### src/rtl/core/assert_macros.svh
// assertion macros shared by the rtl
// no dependencies
`ifndef ASSERT_MACROS_SVH
`define ASSERT_MACROS_SVH

// property checked every clock edge outside reset
`define BDC_ASSERT(lbl, clk, rst_n, prop) \
  lbl: assert property (@(posedge clk) disable iff (!rst_n) (prop)) \
    else $error("assertion failed");

// implication whose consequent is checked in the cycle after the antecedent
`define BDC_ASSERT_NEXT(lbl, clk, rst_n, pre, post) \
  lbl: assert property (@(posedge clk) disable iff (!rst_n) (pre) |=> (post)) \
    else $error("assertion failed");

`endif

### src/rtl/core/bdc_pkg.sv
// types and constants of the baud divisor calculator
// no dependencies
`default_nettype none
package bdc_pkg;

  localparam int unsigned NumCells = 17;
  localparam int unsigned RemW     = 37;
  localparam int unsigned DenW     = 53;
  localparam int unsigned QuoW     = 17;
  localparam int unsigned ProdW    = 61;

  localparam logic [1:0] StatusOk     = 2'd0;
  localparam logic [1:0] StatusInval  = 2'd1;
  localparam logic [1:0] StatusUnach  = 2'd2;

  localparam logic [1:0] ModeAsync    = 2'd0;
  localparam logic [1:0] ModeSyncMst  = 2'd1;
  localparam logic [1:0] ModeSyncSlv  = 2'd2;

  localparam logic [0:0] CfgClock     = 1'd0;
  localparam logic [0:0] CfgTol       = 1'd1;

  localparam logic [31:0] ClockReset  = 32'd16000000;
  localparam logic [6:0]  TolReset    = 7'd2;

  typedef struct packed {
    logic [RemW-1:0] rem;
    logic [DenW-1:0] den;
    logic [QuoW-1:0] quo;
    logic            ovf;
  } div_lane_t;

  typedef struct packed {
    logic        valid;
    logic [31:0] baud;
    logic [1:0]  mode;
    div_lane_t   lane_a;
    div_lane_t   lane_b;
  } cell_data_t;

endpackage
`default_nettype wire

### src/rtl/core/bdc_div_cell.sv
// one restoring division step for both factor lanes
// depends on bdc_pkg
`default_nettype none
module bdc_div_cell (
  input  wire logic               clk_i,
  input  wire logic               rst_ni,
  input  wire logic               en_i,
  input  wire bdc_pkg::cell_data_t data_i,
  output bdc_pkg::cell_data_t     data_o
);
  import bdc_pkg::*;

  cell_data_t data_d, data_q;
  logic       valid_q;

  function automatic div_lane_t step(input div_lane_t l);
    div_lane_t r;
    logic      ge;
    ge    = {(DenW-RemW)'(0), l.rem} >= l.den;
    r     = l;
    r.rem = ge ? l.rem - l.den[RemW-1:0] : l.rem;
    r.den = l.den >> 1;
    r.quo = {l.quo[QuoW-2:0], ge};
    return r;
  endfunction

  always_comb begin
    data_d        = data_i;
    data_d.lane_a = step(data_i.lane_a);
    data_d.lane_b = step(data_i.lane_b);
  end

  always_ff @(posedge clk_i or negedge rst_ni) begin
    if (!rst_ni) begin
      valid_q <= 1'b0;
    end else if (en_i) begin
      valid_q <= data_d.valid;
    end
  end

  always_ff @(posedge clk_i) begin
    if (en_i) begin
      data_q <= data_d;
    end
  end

  always_comb begin
    data_o       = data_q;
    data_o.valid = valid_q;
  end
endmodule
`default_nettype wire

### config.mk
export PLATFORM = sky130hd
export DESIGN_NAME = bdc_div_cell
export DESIGN_NICKNAME = d
export VERILOG_FILES = /design/src/rtl/core/assert_macros.svh /design/src/rtl/core/bdc_pkg.sv /design/src/rtl/core/bdc_div_cell.sv
export SDC_FILE = /design/constraint.sdc
export NUM_CORES = 1
export LEC_CHECK = 0
export BUFFER_PORTS_ARGS = -buffer_cell sky130_fd_sc_hd__buf_2
export CORE_AREA = 8 8 190 192
export CTS_CLUSTER_DIAMETER = 100
export DETAILED_ROUTE_END_ITERATION = 10
export DIE_AREA = 0 0 198 200
export PLACE_DENSITY = 0.71
export REMOVE_ABC_BUFFERS = 1
export SLEW_MARGIN = 10
export SYNTH_ARGS = -nofsm -noshare
export SYNTH_HDL_FRONTEND = slang
export SYNTH_SLANG_ARGS = --single-unit
### constraint.sdc
create_clock -name clk_i -period 0.9 [get_ports clk_i]
set_input_delay 0.135 -clock clk_i [delete_from_list [all_inputs] [get_ports clk_i]]
set_output_delay 0.135 -clock clk_i [all_outputs]
set_load 0.01 [all_outputs]
==> run metrics, run 1 <==
Max VDD drop=0.001434 V; Largest stage delay, worst path=0.33 ns; failing checks=negative setup slack; area fraction of the dominant cell type after synthesis=0.5799; Wirelength per Cell=23.34 µm; CTS tree=done; Crit Path Class=input pin to flop; leading post-synthesis cells by cell area=edfxtp_1 (58%), ha_1 (7.2%), mux2_4 (3.2%); Ys Warns=0; critical path startpoint category=input pin; fin crit period=2.614 ns; Yosys top cell by area=edfxtp_1; Worst Hold End=data_o[83]$_DFFE_PP_; count of cell types in the netlist=72; DR vias=13800; Slew headroom=0.5492; Power Dens Cells=1540 mW/mm²; vias in the first global route=14040; clk slew on worst S/H paths=0.07 ns; Layout fillers=1992; clk buf depth=3; Register Area=0.007472 mm²; global route overflow=0; XOR/XNOR share of the synthesized area=0.04229; Antenna Nets Post-Route=0; commonest non-fill, non-tap cell in the layout=buf_2; num ports=505; RR Startpoint=valid_q$_DFFE_PN0P_; Via density=5.319; post-synthesis adder-cell area fraction=0.07522; Worst Setup End Kind=flop; Post-Synth Simple-Gate Area=0.08370; row cnt=67; DP Worst Slack=-2.270 ns; final non-filler cell total=2595; Die X=198 µm; CORE AREA=0.03311 mm²; Post-synth ARST share=0.004016; routability cong.=0.8873; Post-route DRC=0; Setup Skew=0 ns; Die Area=0.03960 mm²; Starting Density=0.3878; total track usage=0.2595; fmax=0.3826 GHz; Worst-Margin Slew=0.6691 ns; maxcap violations=0; RSZ-0062 raised after global routing=yes; worst min path class=input pin to flop; sequential element share of the synthesized area=0.5819; largest net degree at the start of global routing=43; chip height=200 µm; CP cell instances=buf_8 > inv_4 > ha_4 > fa_2 > nor2b_2 > o31a_1 > o21ai_2 > a21oi_2 > o31ai_2 > buf_4 > a31oi_4 > o21ai_4 > a21oi_1 > or3_1 > a31o_2; Final period util=2.904; placed cell count=2226; Final WS setup=-1.714 ns; CTS H-tree lvls=1; Mapped Area=0.01284 mm²; #FFs+latches synth=249; Design Power=36.28 mW; status=finished, violations left; Port-buffer cells=500; clock root cell=clkbuf_16; Final Max Slew Viols=0; CTS buffer count=28; EDFF count, synth=248; Skew-Pair Late Insertion Delay=0.55 ns; layout cells sized above 1=0.5166; initial DRC count=1051; first-pass GRT wire length=80350 µm; mux cell area share after synthesis=0.04092; largest family of logic cells by synthesized area=compound AO/OA/AOI/OAI gates; compound-gate portion of the synthesized area=0.1337; Slowest-stage cell, CP=or3_1; CTS Sinks=249; Arrival @ worst endpoint=2.93 ns; Nets=2443; Hold Crit Start=en_i; Layout area overhead=83.54%; footprint of the multi-input gates=0.005951 mm²; WP data required=1.21 ns; Leak=10.56 nW; initial antenna violation count=12; Top FF cell, synth=edfxtp_1; Worst R2R Path Depth=1; Worst Path Max Fanout=3; DR pass1 iterations=8; FF-to-FF End=valid_q$_DFFE_PN0P_; HPWL Detailed=35430 µm; Synth Instances=1031; final WL=60570 µm; most frequent cells in the layout=buf_2 (462), buf_4 (289), edfxtp_1 (248), dlygate4sd3_1 (246), inv_1 (84); final hold vios=0; hold path cells=2; average size of a mapped cell=12.45 µm²; R2R setup slack=0.13 ns; Setup Viol. Count Final=325
[metrics by stage]
stage                 util  area [µm²]  hold WS (ns)  TNS [ns]
global placement    0.5432       17990      -0.08583   -156.57
CTS                 0.6750       22350      0.001319   -179.18
global route        0.7117       23570      0.007551   -206.29
detailed placement  0.5432       17990      -0.08855   -160.90
finish              0.7118       23570      0.001105   -195.07
floorplan                -       12670       -0.1606   -181.71
[sequential cells by signal (all words and copies together) (netlist names)]
register,cells
data_o,248
valid_q,1
[report_power, final]
part	internal (mW)	total, mW	leakage, nW	switching (mW)
registers	13.8	14.1	2.44	0.340
logic	5.05	10.0	7.66	4.99
clock network	7.23	12.1	0.466	4.88
total	26.1	36.3	10.6	10.2
[routing by layer]
metal  GRT usage  vias up  share of wire
li1            -     6024              -
met1      0.2939     6588           0.35
met2      0.4602      915           0.49
met3     0.05448      277          0.092
met4      0.1316        0          0.067
met5           0        -              0
[synthesized netlist by cell type (all sizes together) (3+ instances only)]
library cell	instances
a221oi	4
ha	74
xor2	22
mux2	35
o21ai	70
a31oi	11
inv	96
o21bai	7
a211oi	3
nand3	23
a31o	5
nor4	10
nor2	39
a211o	3
nor2b	10
o221ai	3
and3	8
o41ai	3
a21boi	3
o22ai	3
nand2b	10
nor3	9
mux2i	3
a21o	27
o211ai	3
o21a	12
nand4	12
xnor2	40
o31a	4
edfxtp	248
o31ai	6
and2	7
or3	3
a21oi	73
a311oi	3
nand2	84
buf	17
clkbuf	13
[cells by family after synthesis]
kind of cell,count (synthesis)
xor+xnor,62
mux,38
simple gates,224
compound gates,255
flops,249
other cells,1
fa+ha+maj,76
buf+inv,126
[repair_timing]
action	CTS	global route
gates cloned	6	6
setup buffers	29	27
gates resized for setup	135	213
hold endpoints to repair	243	2
hold buffers	244	2
setup endpoints to repair	325	325
pin swaps	63	74
[worst max-delay path: cells and delay by family]
kind | cells | cell delay, ns
compound gates | 8 | 1.66
simple gates | 2 | 0.40
fa+ha+maj | 2 | 0.39
buf+inv | 3 | 0.34
[worst max path at each step]
| stage | slack [ns] | to | from | cells after the start |
|---|---|---|---|---|
| CTS | -1.53 | data_o[209]$_DFFE_PP_ | data_i[179] | 15 |
| detailed placement | -2.27 | data_o[209]$_DFFE_PP_ | data_i[179] | 15 |
| finish | -1.71 | data_o[103]$_DFFE_PP_ | data_i[71] | 15 |
| global placement | -2.18 | data_o[213]$_DFFE_PP_ | data_i[179] | 16 |
| global route | -1.78 | data_o[103]$_DFFE_PP_ | data_i[72] | 14 |
| floorplan | -2.56 | data_o[74]$_DFFE_PP_ | data_i[19] | 11 |
[layout make-up]
cell class / count / share of cell area
Sequential cell: 249 / 0.3170
Clock buffer: 39 / 0.03323
Inverter: 96 / 0.01561
Tap cell: 448 / 0.02378
Clock inverter: 13 / 0.007485
Antenna cell: 12 / 0.001274
Multi-Input combinational cell: 657 / 0.2525
Timing Repair Buffer: 1081 / 0.3491
Power figures use the tool's default switching activity.
==> run 2: changes to the inputs <==
--- a/config.mk
+++ b/config.mk
@@ -12,6 +12,7 @@
 export DIE_AREA = 0 0 198 200
 export PLACE_DENSITY = 0.71
 export REMOVE_ABC_BUFFERS = 1
+export SKIP_CTS_REPAIR_TIMING = 1
 export SLEW_MARGIN = 10
 export SYNTH_ARGS = -nofsm -noshare
 export SYNTH_HDL_FRONTEND = slang
==> run 2 against run 1 <==
Compared with the run above:
- the flow finishes with violations (negative hold slack, negative setup slack)
- count of clock-buffer cells in the layout stayed put
- sequential share of layout area is 0.83 points higher
- critical path depth is 1 lower
- non-clock buffer count is 29 lower
==> run metrics, run 2 (synthesized netlist as in run 1, its figures left out) <==
Worst Path Max Fanout=3 (unchanged); R2R setup slack=0.11 ns (was 0.13 ns); CTS Sinks=249 (unchanged); cell family with most CP delay=compound AO/OA/AOI/OAI gates (unchanged); Worst-Margin Slew=0.5280 ns (was 0.6691 ns); largest net degree at the start of global routing=46 (was 43); num ports=505 (unchanged); status=finished, violations left (unchanged); RR Startpoint=valid_q$_DFFE_PN0P_ (unchanged); maxcap violations=0 (unchanged); Largest stage delay, worst path=0.36 ns (was 0.33 ns); CORE AREA=0.03311 mm² (unchanged); Hold WS=-0.08897 ns (was 0.001105 ns); crit path capture=data_o[107]$_DFFE_PP_ (was data_o[103]$_DFFE_PP_); final WL=57450 µm (was 60570 µm); Skew-Pair Late Insertion Delay=0.55 ns (about the same); Die Area=0.03960 mm² (unchanged); vias in the first global route=11520 (was 14040); Antenna Nets Post-Route=0 (unchanged); fmax=0.3735 GHz (was 0.3826 GHz); Power Dens Cells=1560 mW/mm² (was 1540 mW/mm²); commonest non-fill, non-tap cell in the layout=buf_2 (unchanged); layout cells sized above 1=0.5036 (was 0.5166); RSZ-0062 raised after global routing=yes (unchanged); CTS buffer count=28 (unchanged); routability cong.=0.8873 (unchanged); DP Worst Slack=-2.270 ns (unchanged); most frequent cells in the layout=buf_2 (470), buf_4 (275), edfxtp_1 (248), dlygate4sd3_1 (236), inv_1 (85) (was buf_2 (462), buf_4 (289), edfxtp_1 (248), dlygate4sd3_1 (246), inv_1 (84)); failing checks=negative hold slack, negative setup slack (was negative setup slack); Final period util=2.975 (was 2.904); Levels on crit path=14 (was 15); Post-route DRC=0 (unchanged); Worst R2R Path Depth=1 (unchanged); Crit. Startpoint=data_i[20] (was data_i[71]); Die X=198 µm (unchanged); Worst Setup End Kind=flop (unchanged); Starting Density=0.3878 (unchanged); global route overflow=0 (unchanged); initial DRC count=1092 (was 1051); Slew headroom=0.6389 (was 0.5492); CP bufs+invs=3 (unchanged); Slowest-stage cell, CP=o31a_1 (was or3_1); DR vias=13480 (was 13800); Setup Skew=0 ns (unchanged); WP data required=1.21 ns (about the same); Port-buffer cells=500 (unchanged); Arrival @ worst endpoint=2.99 ns (was 2.93 ns); CP cell instances=buf_2 > inv_1 > ha_4 > nor2b_2 > o31a_1 > o21ai_2 > a21oi_2 > o31ai_2 > buf_4 > a31oi_4 > o21ai_2 > a31oi_1 > or3_1 > a31o_2 (was buf_8 > inv_4 > ha_4 > fa_2 > nor2b_2 > o31a_1 > o21ai_2 > a21oi_2 > o31ai_2 > buf_4 > a31oi_4 > o21ai_4 > a21oi_1 > or3_1 > a31o_2); clk buf depth=3 (unchanged); worst min path class=input pin to flop (unchanged); clock root cell=clkbuf_16 (unchanged); Nets=2415 (was 2443); Layout area overhead=78.89% (was 83.54%); Wirelength per Cell=22.38 µm (was 23.34 µm); setup TNS=-193.17 ns (was -195.07 ns); Top cell by count, worst path=o21ai_2; Final Max Slew Viols=0 (unchanged); Crit Path Class=input pin to flop (unchanged); Final WS setup=-1.778 ns (was -1.714 ns); max FFs per register=248 (unchanged); CTS H-tree lvls=1 (unchanged); FF-to-FF End=valid_q$_DFFE_PN0P_ (unchanged); Design Power=35.82 mW (was 36.28 mW); clk slew on worst S/H paths=0.07 ns (about the same); chip height=200 µm (unchanged); row cnt=67 (unchanged); Max VDD drop=0.001269 V (was 0.001434 V); Leak=10.36 nW (was 10.56 nW); total track usage=0.2014 (was 0.2595); first-pass GRT wire length=63040 µm (was 80350 µm); critical path startpoint category=input pin (unchanged); Setup Viol. Count Final=325 (unchanged); HPWL Detailed=35430 µm (unchanged); final hold vios=4 (was 0); fin crit period=2.678 ns (was 2.614 ns); DR pass1 iterations=7 (was 8); Via density=5.249 (was 5.319); CTS tree=done (unchanged); initial antenna violation count=12 (unchanged)
run 2: worst min-delay path by stage:
stage	start	to	cells after the start
floorplan	rst_ni	valid_q$_DFFE_PN0P_	0
global placement	rst_ni	valid_q$_DFFE_PN0P_	1
detailed placement	rst_ni	valid_q$_DFFE_PN0P_	1
CTS	rst_ni	valid_q$_DFFE_PN0P_	1
global route	data_i[71]	data_o[71]$_DFFE_PP_	3
finish	data_i[71]	data_o[71]$_DFFE_PP_	3
run 2: power by group:
group / switching, mW / internal (mW)
combinational: 4.73 / 4.85
clock: 4.93 / 7.23
sequential: 0.311 / 13.8
total: 9.97 / 25.9
run 2: final cells by class:
cell class	count	area [µm²]
diodes	12	30.03
multi-input cells	658	5725
clock buffers	39	783.3
inverters	96	367.9
well taps	448	560.5
clock inverters	13	176.4
fillers	2072	10140
repair buffers	1052	7855
flip-flops and latches	249	7472
run 2: stage by stage:
step | cell area, µm² | utilization | cells | hold slack (ns)
2_1_floorplan | 12670 | - | 1002 | -0.1606
3_3_place_gp | 17990 | 0.5432 | 2226 | -0.08583
3_5_place_dp | 17990 | 0.5432 | 2226 | -0.08855
4_1_cts | 18950 | 0.5722 | 2278 | -0.6729
5_1_grt | 22970 | 0.6936 | 2565 | -0.06893
6_report | 22970 | 0.6937 | 2567 | -0.08897
run 2: routing by layer:
layer,vias up,share of wire,track usage,wire length [µm]
met3,213,0.088,0.04610,5076
met5,-,0.00028,0,16
met2,815,0.50,0.3550,28450
met4,2,0.053,0.06969,3027
li1,5968,-,-,-
met1,6477,0.36,0.2399,20880
